==> src/hw/rtl/sbip_pkg.sv <==
// Shared types and constants of the shader bytecode instruction parser.
package sbip_pkg;

   typedef enum logic [2:0] {
      PH_IDLE,
      PH_HEADER,
      PH_INCOUNT,
      PH_REL,
      PH_TABLE,
      PH_OFFSET,
      PH_DONE
   } phase_type;

   typedef enum logic [2:0] {
      ERR_OK,
      ERR_TRUNCATED,
      ERR_COMPONENTS,
      ERR_OPCODE,
      ERR_INPUT_COUNT,
      ERR_RELATIVE,
      ERR_TABLE
   } err_type;

   typedef enum logic [2:0] {
      TBL_IMM,
      TBL_CONST,
      TBL_OUT_CONST,
      TBL_OUT_BOOL,
      TBL_OUT_INT,
      TBL_TEMP
   } tbl_type;

   // Table codes as they appear in the word stream.
   localparam logic [31:0] CODE_IMM       = 32'd1;
   localparam logic [31:0] CODE_CONST     = 32'd2;
   localparam logic [31:0] CODE_OUT_CONST = 32'd4;
   localparam logic [31:0] CODE_OUT_BOOL  = 32'd5;
   localparam logic [31:0] CODE_OUT_INT   = 32'd6;
   localparam logic [31:0] CODE_TEMP      = 32'd7;

   localparam logic [10:0] OPCODE_NOP = 11'h000;
   localparam logic [10:0] OPCODE_MOV = 11'h100;
   localparam logic [15:0] COUNT_MAX  = 16'hffff;

   typedef struct packed {
      logic [31:0] word;
      logic        start_req;
      logic [15:0] words_following;
   } req_type;

   typedef struct packed {
      err_type     error_code;
      logic        operation;
      logic        scalar_first;
      logic [2:0]  comp_count;
      logic        has_input;
      logic [2:0]  input_table;
      logic [31:0] input_offset;
      logic [2:0]  output_table;
      logic [31:0] output_offset;
      logic        last_instruction;
   } rsp_type;

   typedef struct packed {
      logic    ok;
      tbl_type tbl;
   } tbl_dec_type;

   function automatic tbl_dec_type decode_table(input logic [31:0] code);
      tbl_dec_type d;
      d.ok  = 1'b1;
      d.tbl = TBL_IMM;
      case (code)
         CODE_IMM:       d.tbl = TBL_IMM;
         CODE_CONST:     d.tbl = TBL_CONST;
         CODE_OUT_CONST: d.tbl = TBL_OUT_CONST;
         CODE_OUT_BOOL:  d.tbl = TBL_OUT_BOOL;
         CODE_OUT_INT:   d.tbl = TBL_OUT_INT;
         CODE_TEMP:      d.tbl = TBL_TEMP;
         default:        d.ok  = 1'b0;
      endcase
      return d;
   endfunction

endpackage

==> src/hw/rtl/sbip_in_reg.sv <==
// Input register stage of the shader bytecode instruction parser.
module sbip_in_reg
   import sbip_pkg::*;
(
   input  logic        clock,
   input  logic        reset,
   input  logic        req_valid,
   output logic        req_ready,
   input  logic [31:0] req_word,
   input  logic        req_start_req,
   input  logic [15:0] req_words_following,
   input  logic        advance,
   output logic        item_valid,
   output req_type     item
);

   logic    valid_ff, valid_in;
   req_type item_ff, item_in;

   // Take a new transaction when the stage is empty or drains this cycle.
   assign req_ready = !valid_ff || advance;

   always_comb begin
      valid_in = valid_ff;
      item_in  = item_ff;
      if (req_valid && req_ready) begin
         valid_in                = 1'b1;
         item_in.word            = req_word;
         item_in.start_req       = req_start_req;
         item_in.words_following = req_words_following;
      end else if (advance) begin
         valid_in = 1'b0;
      end
   end

   always_ff @(posedge clock) begin
      if (reset) begin
         valid_ff <= 1'b0;
      end else begin
         valid_ff <= valid_in;
      end
      item_ff <= item_in;
   end

   assign item_valid = valid_ff;
   assign item       = item_ff;

endmodule

==> src/hw/rtl/sbip_parser.sv <==
// Parser state machine: consumes one word per step and forms at most one result.
module sbip_parser
   import sbip_pkg::*;
#(
   parameter int MAX_SECTION_WORDS = 65535
) (
   input  logic    clock,
   input  logic    reset,
   input  logic    step,
   input  req_type item,
   output logic    res_valid,
   output rsp_type res
);

   localparam logic [15:0] MaxWords = 16'(MAX_SECTION_WORDS);

   phase_type   phase_ff, phase_in;
   logic [15:0] words_left_ff, words_left_in;
   logic [15:0] instr_left_ff, instr_left_in;
   logic        exp_in_ff, exp_in_in;
   logic        opnd_idx_ff, opnd_idx_in;
   logic        hdr_op_ff, hdr_op_in;
   logic        hdr_scalar_ff, hdr_scalar_in;
   logic [2:0]  hdr_ncomp_ff, hdr_ncomp_in;
   logic        hdr_unknown_ff, hdr_unknown_in;
   tbl_type     pend_tbl_ff, pend_tbl_in;
   tbl_type     in_tbl_ff, in_tbl_in;
   logic [31:0] in_off_ff, in_off_in;

   logic [31:0] w;
   logic        ncomp_ok;
   logic [10:0] opcode;
   tbl_dec_type tdec;
   logic [31:0] off;
   logic [15:0] wl_dec;
   logic [15:0] il_dec;
   logic [15:0] start_words;
   logic [15:0] start_instr;

   assign w        = item.word;
   assign ncomp_ok = (w[15:3] == 13'd0) && (w[2:0] != 3'd0) && (w[2:0] <= 3'd4);
   assign opcode   = w[30:20];
   assign tdec     = decode_table(w);
   assign off      = (pend_tbl_ff == TBL_OUT_BOOL) ? {2'b00, w[31:2]} : w;
   assign wl_dec   = words_left_ff - 16'd1;
   assign il_dec   = instr_left_ff - 16'd1;
   assign start_words = (item.words_following > MaxWords) ? MaxWords
                                                          : item.words_following;
   assign start_instr = (w > {16'd0, COUNT_MAX}) ? COUNT_MAX : w[15:0];

   // Next state.
   always_comb begin
      phase_in       = phase_ff;
      words_left_in  = words_left_ff;
      instr_left_in  = instr_left_ff;
      exp_in_in      = exp_in_ff;
      opnd_idx_in    = opnd_idx_ff;
      hdr_op_in      = hdr_op_ff;
      hdr_scalar_in  = hdr_scalar_ff;
      hdr_ncomp_in   = hdr_ncomp_ff;
      hdr_unknown_in = hdr_unknown_ff;
      pend_tbl_in    = pend_tbl_ff;
      in_tbl_in      = in_tbl_ff;
      in_off_in      = in_off_ff;
      if (step && item.start_req) begin
         words_left_in  = start_words;
         instr_left_in  = start_instr;
         exp_in_in      = 1'b0;
         opnd_idx_in    = 1'b0;
         hdr_op_in      = 1'b0;
         hdr_scalar_in  = 1'b0;
         hdr_ncomp_in   = 3'd0;
         hdr_unknown_in = 1'b0;
         pend_tbl_in    = TBL_IMM;
         in_tbl_in      = TBL_IMM;
         in_off_in      = 32'd0;
         phase_in       = (start_instr != 16'd0) ? PH_HEADER : PH_DONE;
      end else if (step) begin
         case (phase_ff)
            PH_HEADER: begin
               if (words_left_ff < 16'd2) begin
                  phase_in = PH_DONE;
               end else begin
                  words_left_in = wl_dec;
                  if (!ncomp_ok) begin
                     phase_in = PH_DONE;
                  end else begin
                     hdr_ncomp_in   = w[2:0];
                     hdr_scalar_in  = w[31];
                     hdr_op_in      = (opcode == OPCODE_MOV);
                     hdr_unknown_in = (opcode != OPCODE_MOV) && (opcode != OPCODE_NOP);
                     phase_in       = PH_INCOUNT;
                  end
               end
            end
            PH_INCOUNT: begin
               words_left_in = wl_dec;
               exp_in_in     = hdr_op_ff;
               if (hdr_unknown_ff || (w != {31'd0, hdr_op_ff})) begin
                  phase_in = PH_DONE;
               end else begin
                  opnd_idx_in = !hdr_op_ff;
                  in_tbl_in   = TBL_IMM;
                  in_off_in   = 32'd0;
                  phase_in    = PH_REL;
               end
            end
            PH_REL: begin
               if (words_left_ff < 16'd3) begin
                  phase_in = PH_DONE;
               end else begin
                  words_left_in = wl_dec;
                  phase_in      = (w != 32'd0) ? PH_DONE : PH_TABLE;
               end
            end
            PH_TABLE: begin
               words_left_in = wl_dec;
               if (!tdec.ok) begin
                  phase_in = PH_DONE;
               end else begin
                  pend_tbl_in = tdec.tbl;
                  phase_in    = PH_OFFSET;
               end
            end
            PH_OFFSET: begin
               words_left_in = wl_dec;
               if (!opnd_idx_ff) begin
                  in_tbl_in   = pend_tbl_ff;
                  in_off_in   = off;
                  opnd_idx_in = 1'b1;
                  phase_in    = PH_REL;
               end else begin
                  instr_left_in = il_dec;
                  phase_in      = (il_dec != 16'd0) ? PH_HEADER : PH_DONE;
               end
            end
            default: begin
               phase_in = phase_ff;
            end
         endcase
      end
   end

   // Result.
   always_comb begin
      res_valid = 1'b0;
      res       = '0;
      if (step && !item.start_req) begin
         case (phase_ff)
            PH_HEADER: begin
               if (words_left_ff < 16'd2) begin
                  res_valid      = 1'b1;
                  res.error_code = ERR_TRUNCATED;
               end else if (!ncomp_ok) begin
                  res_valid      = 1'b1;
                  res.error_code = ERR_COMPONENTS;
               end
            end
            PH_INCOUNT: begin
               if (hdr_unknown_ff) begin
                  res_valid      = 1'b1;
                  res.error_code = ERR_OPCODE;
               end else if (w != {31'd0, hdr_op_ff}) begin
                  res_valid      = 1'b1;
                  res.error_code = ERR_INPUT_COUNT;
               end
            end
            PH_REL: begin
               if (words_left_ff < 16'd3) begin
                  res_valid      = 1'b1;
                  res.error_code = ERR_TRUNCATED;
               end else if (w != 32'd0) begin
                  res_valid      = 1'b1;
                  res.error_code = ERR_RELATIVE;
               end
            end
            PH_TABLE: begin
               if (!tdec.ok) begin
                  res_valid      = 1'b1;
                  res.error_code = ERR_TABLE;
               end
            end
            PH_OFFSET: begin
               if (opnd_idx_ff) begin
                  res_valid            = 1'b1;
                  res.error_code       = ERR_OK;
                  res.operation        = hdr_op_ff;
                  res.scalar_first     = hdr_scalar_ff;
                  res.comp_count       = hdr_ncomp_ff;
                  res.has_input        = exp_in_ff;
                  res.input_table      = exp_in_ff ? in_tbl_ff : TBL_IMM;
                  res.input_offset     = exp_in_ff ? in_off_ff : 32'd0;
                  res.output_table     = pend_tbl_ff;
                  res.output_offset    = off;
                  res.last_instruction = (il_dec == 16'd0);
               end
            end
            default: begin
               res_valid = 1'b0;
            end
         endcase
      end
   end

   always_ff @(posedge clock) begin
      if (reset) begin
         phase_ff       <= PH_IDLE;
         words_left_ff  <= 16'd0;
         instr_left_ff  <= 16'd0;
         exp_in_ff      <= 1'b0;
         opnd_idx_ff    <= 1'b0;
         hdr_op_ff      <= 1'b0;
         hdr_scalar_ff  <= 1'b0;
         hdr_ncomp_ff   <= 3'd0;
         hdr_unknown_ff <= 1'b0;
         pend_tbl_ff    <= TBL_IMM;
         in_tbl_ff      <= TBL_IMM;
         in_off_ff      <= 32'd0;
      end else begin
         phase_ff       <= phase_in;
         words_left_ff  <= words_left_in;
         instr_left_ff  <= instr_left_in;
         exp_in_ff      <= exp_in_in;
         opnd_idx_ff    <= opnd_idx_in;
         hdr_op_ff      <= hdr_op_in;
         hdr_scalar_ff  <= hdr_scalar_in;
         hdr_ncomp_ff   <= hdr_ncomp_in;
         hdr_unknown_ff <= hdr_unknown_in;
         pend_tbl_ff    <= pend_tbl_in;
         in_tbl_ff      <= in_tbl_in;
         in_off_ff      <= in_off_in;
      end
   end

endmodule

==> src/hw/rtl/shader_bytecode_instruction_parser_core.sv <==
// Top level of the shader bytecode instruction parser core.
//
//   channel | direction | ports                 | moves
//   --------+-----------+-----------------------+--------------------------------
//   req     | in        | req_valid / req_ready | one section word (or a start)
//   rsp     | out       | rsp_valid / rsp_ready | one decoded instruction or error
//
// Rate: one word per clock sustained while results are taken. A word lands in
// the input register; the parser state machine consumes it once the output
// slot is free and loads any result into the output register.
// Reset: synchronous, active high; clears the parser to idle, empties both
// registers. Stalls: while a result waits in the output register, the input
// register still takes a word if it is empty; it then holds until the result
// is taken. Words that give no result still wait for a free output slot.
module shader_bytecode_instruction_parser_core
   import sbip_pkg::*;
#(
   parameter int MAX_SECTION_WORDS = 65535
) (
   input  logic        clock,
   input  logic        reset,
   input  logic        req_valid,
   output logic        req_ready,
   input  logic [31:0] req_word,
   input  logic        req_start_req,
   input  logic [15:0] req_words_following,
   output logic        rsp_valid,
   input  logic        rsp_ready,
   output logic [2:0]  rsp_error_code,
   output logic        rsp_operation,
   output logic        rsp_scalar_first,
   output logic [2:0]  rsp_comp_count,
   output logic        rsp_has_input,
   output logic [2:0]  rsp_input_table,
   output logic [31:0] rsp_input_offset,
   output logic [2:0]  rsp_output_table,
   output logic [31:0] rsp_output_offset,
   output logic        rsp_last_instruction
);

   logic    item_valid;
   req_type item;
   logic    advance;
   logic    res_valid;
   rsp_type res;
   logic    rsp_valid_ff, rsp_valid_in;
   rsp_type rsp_ff, rsp_in;

   // Advance the held word when the output slot is free or frees this cycle.
   assign advance = item_valid && (!rsp_valid_ff || rsp_ready);

   sbip_in_reg u_in_reg (
      .clock               (clock),
      .reset               (reset),
      .req_valid           (req_valid),
      .req_ready           (req_ready),
      .req_word            (req_word),
      .req_start_req       (req_start_req),
      .req_words_following (req_words_following),
      .advance             (advance),
      .item_valid          (item_valid),
      .item                (item)
   );

   sbip_parser #(
      .MAX_SECTION_WORDS (MAX_SECTION_WORDS)
   ) u_parser (
      .clock     (clock),
      .reset     (reset),
      .step      (advance),
      .item      (item),
      .res_valid (res_valid),
      .res       (res)
   );

   // Output register: load a new result, drop the old one once taken.
   always_comb begin
      rsp_valid_in = rsp_valid_ff;
      rsp_in       = rsp_ff;
      if (advance && res_valid) begin
         rsp_valid_in = 1'b1;
         rsp_in       = res;
      end else if (rsp_ready) begin
         rsp_valid_in = 1'b0;
      end
   end

   always_ff @(posedge clock) begin
      if (reset) begin
         rsp_valid_ff <= 1'b0;
      end else begin
         rsp_valid_ff <= rsp_valid_in;
      end
      rsp_ff <= rsp_in;
   end

   assign rsp_valid            = rsp_valid_ff;
   assign rsp_error_code       = rsp_ff.error_code;
   assign rsp_operation        = rsp_ff.operation;
   assign rsp_scalar_first     = rsp_ff.scalar_first;
   assign rsp_comp_count       = rsp_ff.comp_count;
   assign rsp_has_input        = rsp_ff.has_input;
   assign rsp_input_table      = rsp_ff.input_table;
   assign rsp_input_offset     = rsp_ff.input_offset;
   assign rsp_output_table     = rsp_ff.output_table;
   assign rsp_output_offset    = rsp_ff.output_offset;
   assign rsp_last_instruction = rsp_ff.last_instruction;

endmodule

==> config.mk <==
export PLATFORM = sky130hd
export DESIGN_NAME = shader_bytecode_instruction_parser_core
export DESIGN_NICKNAME = d
export VERILOG_FILES = /design/src/hw/rtl/sbip_pkg.sv /design/src/hw/rtl/sbip_in_reg.sv /design/src/hw/rtl/sbip_parser.sv /design/src/hw/rtl/shader_bytecode_instruction_parser_core.sv
export SDC_FILE = /design/constraint.sdc
export NUM_CORES = 1
export LEC_CHECK = 0
export ABC_AREA = 1
export ABC_CLOCK_PERIOD_IN_PS = 4400
export BUFFER_PORTS_ARGS = -buffer_cell sky130_fd_sc_hd__clkbuf_2
export CORE_AREA = 2 2 148 150
export DETAILED_ROUTE_END_ITERATION = 8
export DIE_AREA = 0 0 150 152
export SYNTH_ARGS = -nofsm -noshare
export SYNTH_HDL_FRONTEND = slang
export SYNTH_SLANG_ARGS = --single-unit
==> constraint.sdc <==
create_clock -name clock -period 4.4 [get_ports clock]
set_clock_uncertainty 0.1 [all_clocks]
set_input_delay 0.88 -clock clock [delete_from_list [all_inputs] [get_ports clock]]
set_output_delay 0.88 -clock clock [all_outputs]
set_load 0.01 [all_outputs]
After elaboration in Yosys (flattened, before gate mapping)
Index checks and enable logic that the tools add are counted.
{"block": "op_classes", "n_bitwise": 1, "addsub": 2, "eq_ne": 19, "n_lt_le_gt_ge": 5, "n_mux": 56, "reduce_logical": 43}
{"cell": "two-way mux 16 bit", "count": 10}
{"cell": "equality test 32 x 3 -> 1 bit (second input constant)", "count": 4}
{"cell": "two-way mux 32 bit", "count": 3}
{"cell": "one-hot mux 32 bit (2 select lines)", "count": 1}
{"cell": "two-way mux 3 bit", "count": 17}
{"cell": "one-hot mux 16 bit (3 select lines)", "count": 1}
{"cell": "one-hot mux 3 bit (5 select lines)", "count": 3}
{"cell": "equality test 32 x 1 -> 1 bit (second input constant)", "count": 1}
{"cell": "equality test 32 x 2 -> 1 bit (second input constant)", "count": 1}
{"cell": "> comparator 32 x 16 -> 1 bit (second input constant)", "count": 1}
{"cell": "< comparator 16 x 2 -> 1 bit (second input constant)", "count": 2}
{"cell": "!= test 32 x 1 -> 1 bit", "count": 1}
{"cell": "nonzero test 16 bit", "count": 2}
{"cell": "nonzero test 32 bit", "count": 1}
{"cell": "subtractor 16 x 1 -> 16 bit (second input constant)", "count": 2}
{"cell": "> comparator 16 bit (second input constant)", "count": 1}
{"cell": "zero test 16 bit", "count": 1}
{"cell": "AND reduction 4 bit", "count": 4}
{"cell": "two-way mux 1 bit", "count": 15}
{"cell": "zero test 13 bit", "count": 1}
{"cell": "AND reduction 3 bit", "count": 4}
{"cell": "nonzero test 2 bit", "count": 6}
{"cell": "equality test 11 x 9 -> 1 bit (second input constant)", "count": 1}
{"cell": "!= test 11 x 9 -> 1 bit (second input constant)", "count": 1}
{"cell": "22 further kinds", "count": 42}
{"block": "word_totals", "elab_cells": 153, "out_inout_bits": 82, "register_bits": 212, "input_bits": 53}

Logic depth before layout (Yosys ltp)
{"block": "depth", "depth_word": 9, "ltp_mapped": 17, "depth_no_buf": 17}

Hierarchy
A second synthesis with hierarchy kept.
{"block": "unflattened", "hier_cells": 1041, "hier_area_um2": 9416.5}
{"mod": "sbip_parser", "cells_per_inst": 894, "instances": 1, "seq_area_each_um2": 1621.6, "area_per_inst_um2": 5426.5}
{"mod": "shader_bytecode_instruction_parser_core", "cells_per_inst": 92, "instances": 1, "seq_area_each_um2": 2422.3, "area_per_inst_um2": 2471.1}
{"mod": "sbip_in_reg", "cells_per_inst": 55, "instances": 1, "seq_area_each_um2": 1491.4, "area_per_inst_um2": 1519.0}

Worst setup path before layout
Ideal clock, no wire load.
{"block": "synth_timing", "path_kind": "reg2reg", "startpoint": "reg u_in_reg.item_ff, in the netlist u_in_reg.item[40]", "endpoint": "reg rsp_ff, in the netlist rsp_comp_count[0], enable pin", "path_stages_with_launch": 14, "setup_time_ns": 0.434, "t_required_ns": 3.866, "arrival_ns": 2.884, "setup_slack_ns": 0.982, "n_path_buf": 1, "period_less_slack_ns": 3.418, "cell_sequence": "edfxtp_1 -> nor2_1 -> nand2_1 -> nor2_1 -> nand2_1 -> buf_2 -> inv_1 -> nand2_1 -> nor2_1 -> a21oi_1 -> nor2_1 -> nand3_1 -> nand2_1 -> inv_1"}
{"block": "synth_via", "elab_chain_cells": 7, "word_cells_on_any_way": 18, "cone_classes": "eq/ne: 7; mux: 8; reduce/logical: 3"}
{"element": "start, declared", "line_no": "sbip_in_reg.sv:18", "source": "req_type item_ff, item_in;"}
{"element": "start signal, assigned", "line_no": "sbip_in_reg.sv:42", "source": "item_ff <= item_in;"}
{"element": "equality test 32 x 1 -> 1 bit (tied with other cells)", "line_no": "sbip_pkg.sv:73", "source": "case (code)"}
{"element": "OR reduction 6 bit (no source line)"}
{"element": "two-way mux 1 bit", "line_no": "sbip_pkg.sv:73"}
{"element": "two-way mux 1 bit", "line_no": "sbip_parser.sv:178", "source": "if (!tdec.ok) begin"}
{"element": "one-hot mux 1 bit (5 select lines) *", "line_no": "sbip_parser.sv:149", "source": "case (phase_ff)"}
{"element": "two-way mux 1 bit *", "line_no": "sbip_parser.sv:148", "source": "if (step && !item.start_req) begin"}
{"element": "logical AND 1 bit *", "line_no": "shader_bytecode_instruction_parser_core.sv:80", "source": "if (advance && res_valid) begin"}
{"element": "end signal, assigned", "line_no": "shader_bytecode_instruction_parser_core.sv:94", "source": "rsp_ff <= rsp_in;"}
{"element": "end, declared", "line_no": "shader_bytecode_instruction_parser_core.sv:47", "source": "rsp_type rsp_ff, rsp_in;"}
Mark *: on every way between the ends. The rest lies on a longest branch, timed or not.
A chain may end at the register's enable or synchronous reset.

Worst setup path after layout
{"block": "layout_timing", "startpoint": "reg u_in_reg.item_ff, in the netlist u_in_reg.item[45]", "endpoint": "reg rsp_ff, in the netlist rsp_error_code[1], enable pin"}
Same word-level chain as after synthesis.

==> metrics <==
status complete, no violations; routed length per instance 15.2 µm; final WL 22.1 mm; Port Buffers 134; synthesis-to-finish area growth 17.5%; clock-pin slew on the worst setup and hold paths 0.06 ns; EDFF count, synth 129; sequential area share after synthesis 59.3%; FMAX 309 MHz; Final Power 4.50 mW; Worst Setup End Kind flop; post-CTS setup buffer count 0; Max Slew Vio Count 0; RSZ-0062 raised after global routing no; TritonCTS buffer count 23; final setup violation count 0; fillers 1992; GRT overflow 0; DR vias 7311; Gate Count Post-Synth 1030; Tcrit/Tclk final 73.6%; Initial DRT Pass Iterations 5; CORE AREA 21400 µm²; Initial Utilization 43.7%; initial antenna violation count 0; total track usage 19.3%; CTS tree done; diodes inserted 0; synthesized area per cell 9.07 µm²; hold path depth 2; maximum fanout along the worst path 68; DRC Markers 0; clk_lat worst skew 0.50 ns; Tmin final 3.24 ns; PD cells 410 nW/µm²; Worst setup SP type flop; Sink Count 212; global-route wire length before repair 35.6 mm; GPL Wtd Cong 0.968; RR Endpoint rsp_error_code[1]; hpwl dp 15.0 mm; largest net degree at the start of global routing 69; Cell Area, Synth 9340 µm²; Critical Path RT 4.42 ns; area of the multi-input gates 3110 µm²; Worst-Margin Slew 1.06 ns; worst flop-to-flop path startpoint u_in_reg.item[45]; H-Tree Depth 1; Top FF cell, synth edfxtp_1; Worst Hold Launch u_parser.hdr_ncomp_ff[2]; max_cap viols 0; hold-fix buffers at CTS 0; Critical Path AT 3.26 ns; Die Wd 150 µm; maximum vdd drop 0.000320 V; setup TNS 0 ns; std cell rows 54; post-synthesis cell type count 44; vias per cell 5.03; Min-Delay Path Class reg2reg; number of global-route vias before repair 6929; Die ar. 22800 µm²; Sequential cell area 5540 µm²; share of cells above drive strength 1 17.0%; root buf cell clkbuf_16; worst hold path endpoint u_parser.hdr_ncomp_ff[2]; final hold violation count 0; asr flop ratio synth 0%; reg-to-reg setup timing slack 1.16 ns; Slew headroom 29.1%; Mapped Nets 1087; # IOs 135; DR iter-0 viols 447; Synth warnings 0; Final ANT Viol Nets 0; Leakage 4.43 nW; Yosys reg bits 212; critical path type reg2reg; worst reg2reg path depth 13; Post-CTS Resized 0; chip height 152 µm; nets 1215; Clock Tree Buf Depth 3
## layout by cell type, fill, tap and decap left out, types with 5 or more instances in the layout
cell | synthesis | layout
a21oi_1 | 48 | 48
a31oi_1 | 9 | 9
buf_4 | 1 | 7
clkbuf_1 | 17 | 5
clkbuf_16 | 0 | 23
clkbuf_2 | 0 | 134
dfxtp_1 | 83 | 83
edfxtp_1 | 129 | 129
inv_1 | 127 | 125
inv_2 | 5 | 6
mux2i_1 | 14 | 14
nand2_1 | 147 | 147
nand3_1 | 40 | 40
nand4_1 | 8 | 8
nor2_1 | 184 | 184
nor3_1 | 15 | 14
o21ai_0 | 114 | 114
o21ai_1 | 13 | 13
o22ai_1 | 5 | 5
## cell type report
type / instances / share of cell area [%]
clock buffers: 30 / 5.67
flip-flops and latches: 212 / 50.4
well taps: 280 / 3.19
repair buffers: 141 / 6.59
inverters: 133 / 4.56
multi-input cells: 647 / 28.3
clock inverters: 11 / 1.22
## critical path, stage by stage, from the launching register on
cell	delay [ns]
edfxtp_1	0.40
nor2_1	0.07
nand3_1	0.07
nor2_1	0.04
nand2_1	0.33
inv_1	0.16
nand2_1	0.12
nor2_1	0.07
a21oi_1	0.23
nor2_1	0.08
nand3_1	0.07
nand2_1	0.11
clkinv_2	0.21
buf_4	0.70
## synthesized netlist by cell type (2+ instances only)
cell      count  area, µm²
a211oi_1      3       22.5
a21oi_1      48        240
a22oi_1       2       15.0
a31oi_1       9       56.3
buf_1         5       18.8
buf_2         9       45.0
buf_6         6       67.6
clkbuf_1     17       63.8
dfxtp_1      83       1660
edfxtp_1    129       3870
ha_1          4       50.1
inv_1       127        477
inv_2         5       18.8
mux2i_1      14        140
nand2_1     147        552
nand2_2       3       18.8
nand3_1      40        200
nand4_1       8       50.1
nor2_1      184        691
nor2_2        4       25.0
nor2_4        2       22.5
nor3_1       15       75.1
nor3_2        2       20.0
nor4_1        2       12.5
o211ai_1      4       30.0
o21ai_0     114        571
o21ai_1      13       65.1
o221ai_1      4       35.0
o22ai_1       5       31.3
o31ai_1       2       15.0
or2_2         2       12.5
xnor2_1       3       26.3
xor2_1        4       35.0
## kinds of logic (layout without fill, tap and decap cells)
family / count (synthesis) / in the layout / share of synthesized area [%]
AOI/OAI and AO/OA: 208 / 208 / 11.9
xor gates and xnor gates: 7 / 7 / 0.656
adders and majority gates: 4 / 4 / 0.536
buffers and inverters: 171 / 315 / 7.52
DFF: 212 / 212 / 59.3
muxes: 14 / 14 / 1.50
and+or+nand+nor: 414 / 414 / 18.6
## power breakdown
part | internal [mW] | switching [mW] | total, mW
registers | 2.15 | 0.0437 | 2.20
logic | 0.126 | 0.251 | 0.378
clock network | 1.17 | 0.753 | 1.92
## sequential cells by signal (all words and copies together), names as in the netlist, 3 cells and up
register	count
rsp_comp_count	3
rsp_error_code	3
rsp_input_offset	32
rsp_input_table	3
rsp_output_offset	32
rsp_output_table	3
u_in_reg.item	49
u_parser.hdr_ncomp_ff	3
u_parser.in_off_ff	32
u_parser.in_tbl_ff	3
u_parser.instr_left_ff	16
u_parser.pend_tbl_ff	3
u_parser.phase_ff	3
u_parser.words_left_ff	16
## layer usage
metal  vias up  part of all wire (%)  GRT usage (%)
li1       3679                     -              -
met5         -                     0              0
met2       214                    47           31.5
met1      3393                    46           27.1
met3        25                   6.0           2.91
met4         0                   1.5           4.45
## how the worst max path moves through the flow
stage	start	cells past startpoint	end	slack, ns
final	u_in_reg.item[45]	13	rsp_error_code[1]	1.16
after global routing	u_in_reg.item[45]	13	rsp_last_instruction	0.83
after CTS	u_in_reg.item[40]	13	rsp_input_offset[18]	1.17
after detailed placement	u_in_reg.item[40]	13	rsp_has_input	1.18
after global placement	u_in_reg.item[40]	13	rsp_last_instruction	1.23
after floorplan	u_in_reg.item[40]	13	rsp_comp_count[0]	0.98
## metrics by stage
stage | setup WS [ns] | area, µm² | hold slack [ns] | std cells | utilization [%]
global route | 0.831 | 11000 | 0.384 | 1454 | 51.4
detailed placement | 1.18 | 10200 | 0.344 | 1413 | 47.9
finish | 1.16 | 11000 | 0.352 | 1454 | 51.4
global placement | 1.23 | 10200 | 0.344 | 1413 | 47.9
CTS | 1.17 | 11000 | 0.353 | 1454 | 51.4
floorplan | 0.982 | 9340 | 0.330 | 1030 | -
Power figures use the tool's default switching activity.
